**config.mk**
```make
export PLATFORM = sky130hd
export DESIGN_NAME = bsim_mac_cell
export DESIGN_NICKNAME = d
export VERILOG_FILES = /design/src/rtl/bsim_pkg.sv /design/src/rtl/bsim_mac_cell.sv
export SDC_FILE = /design/constraint.sdc
export NUM_CORES = 2
export LEC_CHECK = 0
export BUFFER_PORTS_ARGS = -buffer_cell sky130_fd_sc_hd__buf_4
export CAP_MARGIN = 20
export CORE_UTILIZATION = 60
export CTS_CLUSTER_SIZE = 24
export DETAILED_ROUTE_END_ITERATION = 10
export PLACE_DENSITY = 0.79
export SKIP_LAST_GASP = 1
export SYNTH_ARGS = -nofsm -noshare
export SYNTH_HDL_FRONTEND = slang
export SYNTH_SLANG_ARGS = --single-unit
```
**constraint.sdc**
```tcl
create_clock -name clk -period 13.68 [get_ports clk]
set_clock_uncertainty 0.05 [all_clocks]
set_input_delay 1.368 -clock clk [delete_from_list [all_inputs] [get_ports clk]]
set_output_delay 1.368 -clock clk [all_outputs]
set_load 0.05 [all_outputs]
```
**src/rtl/bsim_pkg.sv**
```systemverilog
// bsim_pkg: shared constants and register codes for the broadcast source index map
// no dependencies; imported by every module of the block
`default_nettype none

package bsim_pkg;

  // fixed widths of the configuration port and of the result word
  localparam int SRC_BITS     = 64;
  localparam int RANK_BITS    = 3;
  localparam int CFG_IDX_BITS = 2;

  // defaults of the top-level parameters
  localparam int MAX_RANK_DEF    = 4;
  localparam int EXTENT_BITS_DEF = 16;
  localparam int INDEX_BITS_DEF  = 32;

  // configuration register indexes
  typedef enum logic [CFG_IDX_BITS-1:0] {
    CFG_RESULT_RANK    = 2'd0,
    CFG_SOURCE_RANK    = 2'd1,
    CFG_RESULT_EXTENTS = 2'd2,
    CFG_SOURCE_EXTENTS = 2'd3
  } cfg_reg_t;

endpackage

`default_nettype wire

```
**src/rtl/bsim_mac_cell.sv**
```systemverilog
// bsim_mac_cell: adds one axis term (coordinate times source weight) to the sum
// depends on bsim_pkg; closes each axis chain of division cells
`default_nettype none

module bsim_mac_cell #(
  parameter int INDEX_BITS  = bsim_pkg::INDEX_BITS_DEF,
  parameter int EXTENT_BITS = bsim_pkg::EXTENT_BITS_DEF
) (
  input  wire logic                          clk,
  input  wire logic                          rst_n,
  input  wire logic                          en,
  input  wire logic [bsim_pkg::SRC_BITS-1:0] weight,
  input  wire logic                          vld_in,
  input  wire logic [INDEX_BITS-1:0]         quo_in,
  input  wire logic [EXTENT_BITS-1:0]        rem_in,
  input  wire logic [bsim_pkg::SRC_BITS-1:0] acc_in,
  output logic                               vld_r,
  output logic [INDEX_BITS-1:0]              quo_r,
  output logic [EXTENT_BITS-1:0]             rem_r,
  output logic [bsim_pkg::SRC_BITS-1:0]      acc_r
);
  import bsim_pkg::*;

  logic [SRC_BITS-1:0] coord;
  logic [SRC_BITS-1:0] acc_nxt;

  // remainder is the coordinate of this axis; the sum wraps at the word width
  always_comb begin
    coord   = {{(SRC_BITS-EXTENT_BITS){1'b0}}, rem_in};
    acc_nxt = acc_in + weight * coord;
  end

  // valid bit
  always_ff @(posedge clk) begin
    if (!rst_n) begin
      vld_r <= 1'b0;
    end else if (en) begin
      vld_r <= vld_in;
    end
  end

  // payload; remainder restarts at zero for the next axis
  always_ff @(posedge clk) begin
    if (en) begin
      quo_r <= quo_in;
      rem_r <= '0;
      acc_r <= acc_nxt;
    end
  end

endmodule

`default_nettype wire
```
==> impl_metrics.py <==
metrics = {
    "sta": {
        "timing.setup.tns_ns": 0,
        "period_minus_slack_ns": 8.59,
        "grt_setup_unrepaired": "no",
        "slew_violations": 0,
        "finalSetupViolations": 0,
        "slew_headroom_pct": 40.9,
        "tightestPinTransition_ns": 0.886,
        "max_freq_mhz": 116,
        "finalCritPeriodShare_pct": 62.8,
        "hold_viol": 0,
    },
    "clock_tree": {
        "cts_sinks": 97,
        "cts.path.max_buffers": 2,
        "cts.reportedPaths.clkPinSlew_ns": 0.12,
        "htree_levels": 3,
        "clk_latency_ns": 0.40,
        "ctsRootBufferMaster": "clkbuf_16",
        "cts-resized-gates": 0,
        "tritoncts": "yes",
        "numCtsBuffers": 9,
        "cts_hold_buf": 0,
        "cts_setup_buffers": 0,
    },
    "worst_setup_path": {
        "max_stage_delay_ns": 0.66,
        "critPathMaxFanout": 62,
        "cpMaxStageDelayCell": "nor4_1",
        "arrival_ns": 8.72,
        "critPathLaunchType": "primary input",
        "crit_top_cell": "fa_1",
        "cp_num_buf_inv": 4,
        "cp.required_ns": 13.82,
        "crit_path_end_kind": "flop",
        "cp_top_family": "adder cells",
        "crit_chain": "buf_4 > nand2_1 > fa_1 > fa_1 > fa_1 > inv_1 > fa_1 > fa_1 > inv_1 > fa_1 > inv_1 > ha_1 > and4_2 > and4_1 > o2111ai_1 > a31oi_1 > a211oi_2 > nor4_1 > mux2i_1 > nand2_1",
        "worst-setup-path-type": "primary input to flop",
    },
    "layout": {
        "fillerInstances": 4330,
        "layout_common_cells": "inv_1 (1,051), fa_1 (814), nand2_1 (692), buf_4 (278), and2_1 (260)",
        "drive_above_1_share_pct": 8.40,
        "nets": 4804,
        "layout_commonest_cell": "inv_1",
        "area_delta_synth_final_pct": 7.94,
        "seqCellArea_um2": 2900,
        "multiInputGateArea_um2": 24500,
    },
    "global_routing": {
        "grt_usage_pct": 33.5,
        "antenna_found_initial": 1,
        "grt_pass1_vias": 25900,
        "grt_max_degree": 67,
        "grt_first_pass_wirelength_um": 138000,
        "gr-total-overflow": 0,
    },
    "logic_synthesis": {
        "yosysWarningCount": 0,
        "synth_cell_types": 66,
        "ys.flop_type": "edfxtp_1",
        "synth.top_cell.area_share_pct": 50.9,
        "netlist_area_um2": 32000,
        "ys_seq_area_share_pct": 9.06,
        "synth_seq_cells": 97,
        "yosys.area.top_type": "fa_1",
        "synth-async-reset-ratio_pct": 0,
        "synth_area_leaders": "fa_1 (51%), inv_1 (12%), edfxtp_1 (9.0%)",
        "synth_edf_count": 96,
        "syn_inst": 3594,
        "syn_area_per_cell_um2": 8.91,
    },
    "floorplan": {
        "dieWidth_um": 233,
        "placementRows": 84,
        "ios": 293,
        "fp.coreArea_um2": 52700,
        "die_area_um2": 54300,
        "start_util_pct": 60.8,
        "fp.dieH_um": 233,
    },
    "outcome": {
        "outcome": "finished clean",
    },
    "place": {
        "io_buffers": 276,
        "dp_hpwl_um": 64400,
        "place.gp.congestion": 0.911,
    },
    "drt": {
        "dr.pass1.iters": 6,
        "dr.first_iter.drc_count": 1751,
        "routed_via_density": 5.46,
        "route.detailed.drc": 0,
        "ant_nets": 0,
        "wire_per_inst_um": 19.2,
        "drt-total-wl_um": 84600,
        "vias": 24000,
    },
    "min_path": {
        "hold_class": "flop to flop",
    },
    "job": {
        "cap_violations": 0,
    },
}
-- state kept, by name, summed over array words and instances, names as in the netlist --
| name | flops |
|---|---|
| acc_r | 64 |
| quo_r | 32 |
| vld_r | 1 |
-- cell families after synthesis --
logic type	Yosys count	share of synthesized area [%]
flops	97	9.06
other cells	1	0.0117
mux	2	0.0625
fa+ha+maj	914	54.8
simple gates	1053	14.9
xor+xnor	85	2.32
compound gates	203	4.15
buf+inv	1239	14.7
-- worst register-to-register path: stages (launching register included) --
cell	delay (ns)
dfxtp_1	0.32
mux2i_1	0.12
nor2b_1	0.06
-- path summary, 6_finish.rpt --
kind / from / end / slack [ns] / depth (start not counted)
worst max-delay path: rem_in[2] / acc_r[60] / 5.09 / 20
worst min-delay path: vld_r / vld_r / 0.48 / 2
worst max register to register: vld_r / vld_r / 13.04 / 2
worst min register to register: vld_r / vld_r / 0.48 / 2
-- layout make-up --
| cell class | count | share of cell area, % |
|---|---|---|
| repair buffers | 278 | 6.04 |
| multi-input cells | 2273 | 70.8 |
| well taps | 688 | 2.49 |
| clock inverters | 7 | 0.250 |
| flip-flops and latches | 97 | 8.39 |
| diodes | 1 | 0.00724 |
| inverters | 1051 | 11.4 |
| clock buffers | 9 | 0.651 |
-- synthesized netlist by cell type (all sizes together), types with 28 or more instances --
cell type,instances
a21oi,74
and2,260
buf,28
clkbuf,160
edfxtp,96
fa,814
ha,100
inv,1051
nand2,693
nor2,31
o21ai,37
xnor2,59
-- per-stage QoR --
step | util, % | instances | hold slack, ns | worst slack (ns) | cell area [µm²]
final | 65.7 | 4404 | 0.478 | 5.09 | 34600
after global routing | 65.7 | 4403 | 0.511 | 4.87 | 34600
after CTS | 65.7 | 4403 | 0.481 | 5.15 | 34600
after detailed placement | 65.1 | 4387 | 0.465 | 4.72 | 34300
after global placement | 65.1 | 4387 | 0.459 | 4.74 | 34300
after floorplan | - | 3609 | 0.693 | 6.18 | 32100
-- per-layer routing --
metal | track usage [%] | vias up | part of all wire (%)
li1 | - | 10300 | -
met2 | 55.3 | 1226 | 49
met4 | 11.8 | 2 | 3.5
met3 | 6.79 | 215 | 9.7
met1 | 44.0 | 12200 | 38
met5 | 0 | - | 0.020
Power is not shown: default switching activity piles up to over one toggle a cycle in this logic, so the estimate is an artifact.
