--- config.mk ---
export PLATFORM = sky130hd
export DESIGN_NAME = bsim_div_cell
export DESIGN_NICKNAME = d
export VERILOG_FILES = /design/src/rtl/bsim_pkg.sv /design/src/rtl/bsim_div_cell.sv
export SDC_FILE = /design/constraint.sdc
export NUM_CORES = 1
export LEC_CHECK = 0
export BUFFER_PORTS_ARGS = -buffer_cell sky130_fd_sc_hd__buf_2
export CORE_ASPECT_RATIO = 0.9
export CORE_UTILIZATION = 40
export DETAILED_ROUTE_END_ITERATION = 6
export GPL_ROUTABILITY_DRIVEN = 0
export GPL_TIMING_DRIVEN = 0
export PLACE_DENSITY_LB_ADDON = 0.1
export REMOVE_ABC_BUFFERS = 1
export SLEW_MARGIN = 0
export SYNTH_ARGS = -nofsm -noshare
export SYNTH_HDL_FRONTEND = slang
export SYNTH_SLANG_ARGS = --single-unit
--- constraint.sdc ---
create_clock -name clk -period 6.5 [get_ports clk]
set_clock_uncertainty 0.05 [all_clocks]
set_input_delay 0 -clock clk [delete_from_list [all_inputs] [get_ports clk]]
set_output_delay 0 -clock clk [all_outputs]
set_load 0.02 [all_outputs]
--- src/rtl/bsim_pkg.sv ---
// bsim_pkg: shared constants and register codes for the broadcast source index map
// no dependencies; imported by every module of the block
`default_nettype none

package bsim_pkg;

  // fixed widths of the configuration port and of the result word
  localparam int SRC_BITS     = 64;
  localparam int RANK_BITS    = 3;
  localparam int CFG_IDX_BITS = 2;

  // defaults of the top-level parameters
  localparam int MAX_RANK_DEF    = 4;
  localparam int EXTENT_BITS_DEF = 16;
  localparam int INDEX_BITS_DEF  = 32;

  // configuration register indexes
  typedef enum logic [CFG_IDX_BITS-1:0] {
    CFG_RESULT_RANK    = 2'd0,
    CFG_SOURCE_RANK    = 2'd1,
    CFG_RESULT_EXTENTS = 2'd2,
    CFG_SOURCE_EXTENTS = 2'd3
  } cfg_reg_t;

endpackage

`default_nettype wire

--- src/rtl/bsim_div_cell.sv ---
// bsim_div_cell: one restoring division step, quotient bit per cell
// depends on bsim_pkg; chained by the top level, one chain of cells per axis
`default_nettype none

module bsim_div_cell #(
  parameter int INDEX_BITS  = bsim_pkg::INDEX_BITS_DEF,
  parameter int EXTENT_BITS = bsim_pkg::EXTENT_BITS_DEF
) (
  input  wire logic                        clk,
  input  wire logic                        rst_n,
  input  wire logic                        en,
  input  wire logic [EXTENT_BITS-1:0]      divisor,
  input  wire logic                        vld_in,
  input  wire logic [INDEX_BITS-1:0]       quo_in,
  input  wire logic [EXTENT_BITS-1:0]      rem_in,
  input  wire logic [bsim_pkg::SRC_BITS-1:0] acc_in,
  output logic                             vld_r,
  output logic [INDEX_BITS-1:0]            quo_r,
  output logic [EXTENT_BITS-1:0]           rem_r,
  output logic [bsim_pkg::SRC_BITS-1:0]    acc_r
);
  import bsim_pkg::*;

  logic [EXTENT_BITS:0]   shifted;
  logic                   ge;
  logic [EXTENT_BITS:0]   diff;
  logic [INDEX_BITS-1:0]  quo_nxt;
  logic [EXTENT_BITS-1:0] rem_nxt;

  // shift in the next dividend bit, subtract when it fits
  always_comb begin
    shifted = {rem_in, quo_in[INDEX_BITS-1]};
    ge      = shifted >= {1'b0, divisor};
    diff    = ge ? (shifted - {1'b0, divisor}) : shifted;
    rem_nxt = diff[EXTENT_BITS-1:0];
    quo_nxt = {quo_in[INDEX_BITS-2:0], ge};
  end

  // valid bit
  always_ff @(posedge clk) begin
    if (!rst_n) begin
      vld_r <= 1'b0;
    end else if (en) begin
      vld_r <= vld_in;
    end
  end

  // payload
  always_ff @(posedge clk) begin
    if (en) begin
      quo_r <= quo_nxt;
      rem_r <= rem_nxt;
      acc_r <= acc_in;
    end
  end

endmodule

`default_nettype wire

==> results.txt, run 1 <==
----------------------------------------------------
[Global routing]
  Vias in the first global route ... 3939
  Gr usage total ... 23.4%
  Total gr overflow ... 0
  First-pass GRT wire length ... 20400 um
  Largest net degree at the start of global routing ... 68
  Initial antenna violation count ... 2

[STA]
  Final critical path time including I/O delays and setup ... 2620 ps
  Number of pins with negative max-slew slack in the final report ... 0
  Relative slew margins ... 42.5%
  Count of final setup violators ... 0
  Max Clk Rate ... 382 MHz
  Portion of the clock cycle consumed by the worst path in the final layout ... 40.3%
  Final sum of negative setup slack ... 0 ps
  Actual slew at the worst max-slew pin ... 863 ps
  Final Worst Setup Slack ... 3880 ps
  WHS ... 63.1 ps
  Final Hold Viols ... 0
  RSZ-0062 raised after global routing ... false

[Routing]
  Average routed wire per standard cell ... 16.8 um
  Via count of the routed design ... 3772
  Final ANT Viol Nets ... 0
  Count of TritonRoute iterations in the first routing pass ... 4
  Average via count per standard cell ... 4.67
  Initial DRC Count ... 287
  Detailed-route DRC error count ... 0
  Final routed wirelength across all metal layers ... 13500 um

[Placed design]
  Final HPWL DP ... 8130 um
  Buffers on Ports ... 244
  Placed instance area ... 5960 um2
  Minimum setup slack after placement ... 3990 ps
  Placed instance count ... 660

[Die]
  Core area ... 11000 um2
  Die Footprint ... 11900 um2
  Num ports ... 245
  Num rows ... 36
  Effective utilization at floorplan ... 41.8%
  Die width ... 115 um
  Vert. Die Dim ... 104 um

[Clock network]
  Clock sinks ... 113
  Number of buffers created by CTS ... 17
  Skew-Pair Late Insertion Delay ... 410 ps
  Number of H-tree levels ... 4
  Number of buffers on the longest clock path ... 2
  Clock-pin slew on the worst setup and hold paths ... 50 ps
  Clock root buffer ... sky130_fd_sc_hd__clkbuf_16
  CTS tree ... yes

[Layout]
  Fill cells ... 802
  Commonest cells after routing, fill and taps aside ... sky130_fd_sc_hd__buf_2 (243), sky130_fd_sc_hd__dlygate4sd3_1 (113), sky130_fd_sc_hd__edfxtp_1 (112)
  Fraction of layout cells with a size suffix above 1 ... 44.3%
  Final Net Count ... 789
  Area Overhead vs Synth ... 66.6%
  Area of all placed cells without fillers ... 7650 um2
  Most frequent standard cell in the layout excluding fill and tap cells ... sky130_fd_sc_hd__buf_2
  Count of placed standard cells in the final layout, fillers left out ... 807

[Critical path]
  CP Capture Type ... flop
  Data arrival time of the critical path ... 2730 ps
  Worst Setup Path Type ... input pin to flop
  Endpoint required time on the critical path ... 6610 ps
  R2R cell count ... 3
  Worst R2R Start ... vld_r
  RR Endpoint ... vld_r
  Worst Path Max Fanout ... 11
  CP Launch Type ... input pin
  Reg-to-reg setup timing slack ... 5290 ps
  Worst setup path start ... rem_in[7]

[Power]
  Worst vdd rail ir drop ... 0.000195 V
  Switching component of the power ... 0.000561 W
  Switching portion of total power ... 26.3%
  Pwr dens ... 279 nW/um2
  Portion of total power attributed to sequential cells ... 42.0%
  Leakage power ... 3.42 nW
  Internal Pwr Total ... 0.00157 W
  Clock network fraction of design power ... 40.2%
  Part of the total power dissipated in combinational logic ... 17.8%

[Outcome]
  Outcome ... finished, final reports clean

[Yosys]
  Average cell area after synthesis ... 17.1 um2
  Register area share after synthesis ... 73.7%
  Yosys warnings ... 0
  Synth cell types ... 47
  Synthesized cell area ... 4590 um2
  Commonest register cell after synthesis ... sky130_fd_sc_hd__edfxtp_1
  Main area contributors after synthesis ... sky130_fd_sc_hd__edfxtp_1 (73%), sky130_fd_sc_hd__ha_1 (4.4%), sky130_fd_sc_hd__mux2_4 (2.6%)
  Async set-reset flop share out of synthesis ... 0%
  #FFs+latches synth ... 113
  Number of enable-type register cells in the synthesized netlist ... 112
  Synthesized netlist cell count ... 268
  Post-synth top area share ... 73.3%
  Top cell type by total area after synthesis ... sky130_fd_sc_hd__edfxtp_1

[Hold path]
  Worst hold path cell count ... 3
  HP Start ... divisor[0]
  Worst hold path endpoint ... rem_r[0]
  Class of the worst hold path ... input pin to flop

[Flow run]
  Number of maximum-capacitance violations ... 0

----------------------------------------------------
==> power groups by stage <==
stage          Combinational, W  Clock, W  Sequential, W
2_1_floorplan         0.0000974         0       0.000996
3_3_place_gp           0.000317         0       0.000907
3_5_place_dp           0.000322         0       0.000906
4_1_cts                0.000378  0.000873       0.000892
5_1_grt                0.000406  0.000903       0.000902
6_report               0.000380  0.000859       0.000896
==> worst max path at each step <==
stage	endpoint	cells past startpoint
after floorplan	rem_r[10]	9
after global placement	rem_r[2]	10
after detailed placement	rem_r[2]	10
after CTS	rem_r[2]	10
after global routing	rem_r[2]	10
final	rem_r[4]	10
==> routing by layer <==
layer,wire length [um],GRT usage [%],up-vias
li1,-,-,1792
met1,4900,23.0,1773
met2,7200,42.5,171
met3,1020,7.61,36
met4,413,13.2,0
met5,0,0,-
==> through the flow <==
| stage | utilization (%) | power (W) |
|---|---|---|
| after floorplan | - | 0.00109 |
| after global placement | 54.1 | 0.00122 |
| after detailed placement | 54.3 | 0.00123 |
| final | 69.6 | 0.00213 |
| after global routing | 69.6 | 0.00221 |
| after CTS | 69.5 | 0.00214 |
==> synthesized netlist by cell type, types with 2 or more instances <==
cell type	number
sky130_fd_sc_hd__nand2b_1	2
sky130_fd_sc_hd__nor3_1	3
sky130_fd_sc_hd__and3_1	2
sky130_fd_sc_hd__a211oi_1	3
sky130_fd_sc_hd__xor2_1	4
sky130_fd_sc_hd__and2_4	2
sky130_fd_sc_hd__a211o_1	3
sky130_fd_sc_hd__edfxtp_1	112
sky130_fd_sc_hd__ha_1	16
sky130_fd_sc_hd__a21boi_0	3
sky130_fd_sc_hd__nor2_1	12
sky130_fd_sc_hd__o211a_1	2
sky130_fd_sc_hd__o211ai_1	2
sky130_fd_sc_hd__o21a_1	6
sky130_fd_sc_hd__mux2i_1	2
sky130_fd_sc_hd__mux2_4	8
sky130_fd_sc_hd__nand4_1	2
sky130_fd_sc_hd__buf_6	2
sky130_fd_sc_hd__and3b_1	2
sky130_fd_sc_hd__o31ai_1	5
sky130_fd_sc_hd__xnor2_1	5
sky130_fd_sc_hd__inv_1	19
sky130_fd_sc_hd__a21oi_1	3
sky130_fd_sc_hd__nor2b_1	2
sky130_fd_sc_hd__o21ai_0	9
sky130_fd_sc_hd__a31oi_1	2
sky130_fd_sc_hd__a21o_1	5
sky130_fd_sc_hd__nand2_1	5
sky130_fd_sc_hd__nand3_1	7
==> kinds of logic (layout without fill, tap and decap cells) <==
group | after synthesis | count (layout) | share of synthesized area [%]
other | 0 | 2 | 0
xor gates and xnor gates | 9 | 9 | 1.72
AOI/OAI and AO/OA | 52 | 52 | 8.80
muxes | 11 | 11 | 3.30
adders and majority gates | 17 | 17 | 4.80
and+or+nand+nor | 41 | 41 | 4.66
buffers and inverters | 25 | 410 | 3.03
DFF | 113 | 113 | 73.7
==> layout make-up <==
class / instances / area, um2 / area share [%]
clock buffers: 19 / 433 / 5.66
repair buffers: 358 / 2370 / 31.1
diodes: 2 / 5.00 / 0.0655
inverters: 20 / 77.6 / 1.01
clock inverters: 13 / 114 / 1.49
flip-flops and latches: 113 / 3380 / 44.2
multi-input cells: 130 / 1070 / 14.0
well taps: 152 / 190 / 2.49
==> state kept, by name, summed over array words and instances (netlist names) <==
signal / count
rem_r: 16
acc_r: 64
vld_r: 1
quo_r: 32
==> timing repair <==
item	4_1_cts	5_1_grt
hold endpoints to repair	112	0
hold buffers	113	0
gates resized for setup	0	0
buffers inserted	0	0
==> worst max-delay path, cell delays in order <==
cell                            delay (ps)
sky130_fd_sc_hd__dlygate4sd3_1         540
sky130_fd_sc_hd__buf_2                 130
sky130_fd_sc_hd__ha_1                  350
sky130_fd_sc_hd__a21oi_2               200
sky130_fd_sc_hd__o21ai_1               140
sky130_fd_sc_hd__a221o_1               420
sky130_fd_sc_hd__a21boi_4              280
sky130_fd_sc_hd__and2_4                260
sky130_fd_sc_hd__inv_4                 110
sky130_fd_sc_hd__mux2_4                310
Power figures use the tool's default switching activity.
==> run 2, diff against run 1 <==
==> constraint.sdc (replaced) <==
create_clock -name clk -period 2.1 [get_ports clk]
set_clock_uncertainty 0.05 [all_clocks]
set_input_delay 0 -clock clk [delete_from_list [all_inputs] [get_ports clk]]
set_output_delay 0 -clock clk [all_outputs]
set_load 0.02 [all_outputs]
==> results.txt, run 2 (synthesized netlist as in run 1, its figures left out) <==
----------------------------------------------------
[Outcome]
  Outcome ... finished, final reports clean

[Critical path]
  Worst Path Max Fanout ... 11 (unchanged)
  Worst Setup Path Type ... input pin to flop
  CP Launch Type ... input pin
  Endpoint required time on the critical path ... 2220 ps (-4390 ps)
  Data arrival time of the critical path ... 2070 ps (-660 ps)
  CP Capture Type ... flop
  R2R cell count ... 3 (unchanged)

[STA]
  Max Clk Rate ... 511 MHz
  Final Worst Setup Slack ... 142 ps (-3740 ps)
  Portion of the clock cycle consumed by the worst path in the final layout ... 93.2%
  Actual slew at the worst max-slew pin ... 869 ps (+6.27 ps)
  Relative slew margins ... 42.0% (-0.42 points)
  Count of final setup violators ... 0 (unchanged)
  RSZ-0062 raised after global routing ... false
  Number of pins with negative max-slew slack in the final report ... 0 (unchanged)
  Final critical path time including I/O delays and setup ... 1960 ps
  Final Hold Viols ... 0 (unchanged)

[Placed design]
  Placed instance count ... 660 (unchanged)
  Buffers on Ports ... 244 (unchanged)
  Final HPWL DP ... 8130 um (unchanged)
  Minimum setup slack after placement ... -415 ps (-4400 ps)

[Clock network]
  Number of buffers created by CTS ... 17 (unchanged)
  Clock-pin slew on the worst setup and hold paths ... 50 ps (about the same)
  Number of buffers on the longest clock path ... 2 (unchanged)
  Skew-Pair Late Insertion Delay ... 420 ps (about the same)
  Clock sinks ... 113 (unchanged)
  CTS tree ... yes
  Number of H-tree levels ... 4 (unchanged)
  Clock root buffer ... sky130_fd_sc_hd__clkbuf_16

[Power]
  Pwr dens ... 862 nW/um2 (+210%)
  Leakage power ... 3.44 nW (+0.44%)
  Worst vdd rail ir drop ... 0.000621 V (+220%)
  Post-route total power ... 0.00661 W (+210%)

[Die]
  Vert. Die Dim ... 104 um (unchanged)
  Num ports ... 245 (unchanged)
  Effective utilization at floorplan ... 41.8% (unchanged)
  Core area ... 11000 um2 (unchanged)
  Die Footprint ... 11900 um2 (unchanged)
  Num rows ... 36 (unchanged)
  Die width ... 115 um (unchanged)

[Hold path]
  Worst hold path cell count ... 3 (unchanged)
  Class of the worst hold path ... input pin to flop

[Global routing]
  Gr usage total ... 23.4% (-0.057 points)
  First-pass GRT wire length ... 20200 um (-0.68%)
  Total gr overflow ... 0 (unchanged)
  Largest net degree at the start of global routing ... 68 (unchanged)
  Vias in the first global route ... 3896 (-1.1%)
  Initial antenna violation count ... 1 (-1)

[Routing]
  Count of TritonRoute iterations in the first routing pass ... 4 (unchanged)
  Final ANT Viol Nets ... 0 (unchanged)
  Detailed-route DRC error count ... 0 (unchanged)
  Via count of the routed design ... 3775 (+0.080%)
  Final routed wirelength across all metal layers ... 13500 um (about the same)
  Initial DRC Count ... 244 (-15%)
  Average routed wire per standard cell ... 16.7 um (-0.27%)
  Average via count per standard cell ... 4.67 (-0.17%)

[Layout]
  Reg with most FFs ... acc_r
  Final Net Count ... 792 (+0.38%)
  Most frequent standard cell in the layout excluding fill and tap cells ... sky130_fd_sc_hd__buf_2
  Number of flip-flops under the largest register name ... 64 (unchanged)
  Final core area utilization ... 69.8% (+0.19 points)
  Fraction of layout cells with a size suffix above 1 ... 44.7% (+0.41 points)
  Area Overhead vs Synth ... 67.0%
  Count of placed standard cells in the final layout, fillers left out ... 809 (+0.25%)
  Commonest cells after routing, fill and taps aside ... sky130_fd_sc_hd__buf_2 (243), sky130_fd_sc_hd__dlygate4sd3_1 (113), sky130_fd_sc_hd__edfxtp_1 (112)
  Biggest registers after layout ... acc_r x64, quo_r x32, rem_r x16

[Flow run]
  Number of maximum-capacitance violations ... 0 (unchanged)

----------------------------------------------------
run 2: changes by cell type in the layout (fill, tap and decap cells not counted):
cell                      before  now
sky130_fd_sc_hd__diode_2       2    1
sky130_fd_sc_hd__and3b_2       0    1
sky130_fd_sc_hd__and3b_1       2    1
sky130_fd_sc_hd__buf_4         1    4
run 2: final cells by class:
cell class | count | area (um2)
clock buffer | 19 | 433
fill | 805 | 3320
timing repair buffer | 361 | 2400
tap | 152 | 190
inverter | 20 | 77.6
antenna | 1 | 2.50
sequential | 113 | 3380
clock inverter | 13 | 114
multi-input combinational | 130 | 1070
run 2: path summary, 6_finish.rpt:
path,slack [ps],to,startpoint
setup / recovery,140,rem_r[10],divisor[8]
hold / removal,60,rem_r[0],divisor[0]
setup reg to reg,890,vld_r,vld_r
hold reg to reg,1050,vld_r,vld_r
run 2: metrics by stage:
stage,area (um2),hold WS [ps],TNS (ps)
detailed placement,5960,128,-4510
CTS,7640,21.8,0
global placement,5940,127,-22810
floorplan,4530,48.9,-168
finish,7670,58.0,0
global route,7670,84.9,0
run 2: critical path, cell delays in order:
cell and delay (ps):
sky130_fd_sc_hd__buf_2 80, sky130_fd_sc_hd__inv_1 30, sky130_fd_sc_hd__ha_1 360, sky130_fd_sc_hd__a21oi_2 200
sky130_fd_sc_hd__o21ai_1 140, sky130_fd_sc_hd__a221o_1 420, sky130_fd_sc_hd__a21boi_4 180, sky130_fd_sc_hd__and2_4 230
sky130_fd_sc_hd__inv_4 110, sky130_fd_sc_hd__mux2_4 310
run 2: per-layer routing:
| layer | track usage [%] | part of all wire, % | vias up |
|---|---|---|---|
| li1 | - | - | 1799 |
| met1 | 22.9 | 36 | 1785 |
| met3 | 7.31 | 7.4 | 32 |
| met4 | 12.9 | 2.9 | 0 |
| met5 | 0 | 0 | - |
| met2 | 42.8 | 54 | 159 |
run 2: where the power goes:
group	switching [W]	internal (W)	total [W]	leakage, nW
Sequential	0.0000530	0.00272	0.00277	1.10
Clock	0.00104	0.00162	0.00266	0.259
Combinational	0.000646	0.000537	0.00118	2.07
Total	0.00174	0.00488	0.00661	3.44
run 2: timing repair:
item	CTS	global route
endpoints found under the setup margin	0	9
hold buffers	113	0
hold endpoints to repair	112	0
buffers inserted	0	3
resized for setup	0	1
==> run 3, diff against run 2 <==
--- a/config.mk
+++ b/config.mk
@@ -7,11 +7,11 @@
 export LEC_CHECK = 0
 export BUFFER_PORTS_ARGS = -buffer_cell sky130_fd_sc_hd__buf_2
 export CORE_ASPECT_RATIO = 0.9
-export CORE_UTILIZATION = 40
+export CORE_UTILIZATION = 41
 export DETAILED_ROUTE_END_ITERATION = 6
 export GPL_ROUTABILITY_DRIVEN = 0
 export GPL_TIMING_DRIVEN = 0
-export PLACE_DENSITY_LB_ADDON = 0.1
+export PLACE_DENSITY_LB_ADDON = 0.12
 export REMOVE_ABC_BUFFERS = 1
 export SLEW_MARGIN = 0
 export SYNTH_ARGS = -nofsm -noshare
==> results.txt, run 3 (synthesized netlist as in run 1, its figures left out) <==
----------------------------------------------------
[Placed design]
  Final HPWL DP ... 8270 um (+1.8%)
  Placed instance area ... 5970 um2 (+0.13%)
  Buffers on Ports ... 244 (unchanged)
  Placed instance count ... 660 (unchanged)

[Critical path]
  Reg-to-reg setup timing slack ... 850 ps (-40 ps)
  Worst R2R Start ... vld_r
  CP Launch Type ... input pin
  R2R cell count ... 3 (unchanged)
  RR Endpoint ... vld_r
  CP Capture Type ... flop
  Worst Setup Path Type ... input pin to flop
  Endpoint required time on the critical path ... 2210 ps (about the same)
  Data arrival time of the critical path ... 2140 ps (+70 ps)
  Worst Path Max Fanout ... 11 (unchanged)

[Global routing]
  Initial antenna violation count ... 0 (-1)
  Total gr overflow ... 0 (unchanged)
  First-pass GRT wire length ... 19000 um (-6.0%)
  Largest net degree at the start of global routing ... 80 (+18%)
  Vias in the first global route ... 3784 (-2.9%)
  Gr usage total ... 22.3% (-1.0 points)

[STA]
  Number of pins with negative max-slew slack in the final report ... 0 (unchanged)
  Final critical path time including I/O delays and setup ... 2030 ps (+74.9 ps)
  Relative slew margins ... 67.5% (+26 points)
  Actual slew at the worst max-slew pin ... 487 ps (-383 ps)
  Final sum of negative setup slack ... 0 ps (unchanged)
  Max Clk Rate ... 492 MHz (-3.7%)
  Final Hold Viols ... 0 (unchanged)
  Portion of the clock cycle consumed by the worst path in the final layout ... 96.8% (+3.6 points)
  Count of final setup violators ... 0 (unchanged)

[Die]
  Effective utilization at floorplan ... 42.3% (+0.52 points)
  Num ports ... 245 (unchanged)
  Die width ... 114 um (-1.2%)
  Core area ... 10900 um2 (-1.2%)
  Num rows ... 36 (unchanged)
  Die Footprint ... 11600 um2 (-2.4%)
  Vert. Die Dim ... 102 um (-1.2%)

[Layout]
  Ant. Diodes ... 0 (-1)
  Reg with most FFs ... acc_r
  Fraction of layout cells with a size suffix above 1 ... 44.2% (-0.44 points)
  Area of all placed cells without fillers ... 7670 um2 (about the same)
  Final Net Count ... 794 (+0.25%)
  Count of placed standard cells in the final layout, fillers left out ... 810 (+0.12%)
  Most frequent standard cell in the layout excluding fill and tap cells ... sky130_fd_sc_hd__buf_2
  Commonest cells after routing, fill and taps aside ... sky130_fd_sc_hd__buf_2 (243), sky130_fd_sc_hd__dlygate4sd3_1 (113), sky130_fd_sc_hd__edfxtp_1 (112)
  Number of flip-flops under the largest register name ... 64 (unchanged)
  Area Overhead vs Synth ... 67.0% (about the same)
  Biggest registers after layout ... acc_r x64, quo_r x32, rem_r x16

[Flow run]
  Number of maximum-capacitance violations ... 0 (unchanged)

[Clock network]
  Clock-pin slew on the worst setup and hold paths ... 50 ps (about the same)
  Number of H-tree levels ... 4 (unchanged)
  Clock root buffer ... sky130_fd_sc_hd__clkbuf_16
  Number of buffers created by CTS ... 17 (unchanged)
  Clock sinks ... 113 (unchanged)
  CTS tree ... yes
  Number of buffers on the longest clock path ... 2 (unchanged)
  Post_cts resized ... 0 (unchanged)
  Skew-Pair Late Insertion Delay ... 400 ps (-20 ps)

[Power]
  Worst vdd rail ir drop ... 0.000588 V (-5.3%)
  Pwr dens ... 855 nW/um2 (-0.81%)
  Post-route total power ... 0.00656 W (-0.80%)
  Leakage power ... 3.45 nW (+0.28%)

[Hold path]
  HP Start ... en
  Class of the worst hold path ... input pin to flop
  Worst hold path endpoint ... acc_r[40]
  Worst hold path cell count ... 1 (-2)

[Routing]
  Via count of the routed design ... 3768 (-0.19%)
  Final routed wirelength across all metal layers ... 13300 um (-1.7%)
  Detailed-route DRC error count ... 0 (unchanged)
  Average routed wire per standard cell ... 16.4 um (-1.8%)
  Count of TritonRoute iterations in the first routing pass ... 5 (+1)
  Average via count per standard cell ... 4.65 (-0.31%)
  Initial DRC Count ... 174 (-29%)
  Final ANT Viol Nets ... 0 (unchanged)

[Outcome]
  Outcome ... finished, final reports clean

----------------------------------------------------
run 3: worst max-delay path by stage:
stage,slack [ps],start,endpoint,cells after the start
CTS,50,divisor[8],rem_r[2],10
finish,70,divisor[8],rem_r[7],10
floorplan,-20,divisor[8],rem_r[10],9
global route,-20,divisor[8],rem_r[12],10
global placement,-420,divisor[8],rem_r[2],10
detailed placement,-390,divisor[8],rem_r[2],10
run 3: layer usage:
metal / global-route usage, % / routed length [um]
met1: 24.1 / 4990
met2: 40.5 / 7070
met3: 6.11 / 877
met4: 11.6 / 362
met5: 0 / 0
run 3: worst max-delay path: stages:
cell	delay, ps
sky130_fd_sc_hd__buf_2	70
sky130_fd_sc_hd__inv_1	40
sky130_fd_sc_hd__ha_1	370
sky130_fd_sc_hd__a21oi_2	200
sky130_fd_sc_hd__o21ai_1	140
sky130_fd_sc_hd__a221o_1	420
sky130_fd_sc_hd__a21boi_4	230
sky130_fd_sc_hd__and2_4	230
sky130_fd_sc_hd__inv_4	120
sky130_fd_sc_hd__mux2_4	310
run 3: power by group:
part           switching [W]  internal [W]
Sequential         0.0000491       0.00272
Clock               0.000998       0.00160
Combinational       0.000648      0.000541
run 3: layout make-up:
type / instances / area, um2
flip-flops and latches: 113 / 3380
fillers: 768 / 3190
repair buffers: 363 / 2420
multi-input cells: 130 / 1070
clock buffers: 20 / 437
well taps: 152 / 190
clock inverters: 12 / 92.6
inverters: 20 / 77.6
run 3: through the flow:
stage               utilization [%]  hold WS (ps)  setup WS, ps
finish                         70.6          37.1          67.3
global route                   70.6          41.6         -21.2
CTS                            70.3          27.5          48.6
detailed placement             55.0           128          -393
global placement               54.7           126          -422
floorplan                         -          48.9         -21.0
run 3: repair_timing:
| action | 4_1_cts | 5_1_grt |
|---|---|---|
| hold buffers | 113 | 0 |
| endpoints found under the setup margin | 0 | 9 |
| setup buffers | 0 | 5 |
| endpoints found under the hold margin | 112 | 0 |
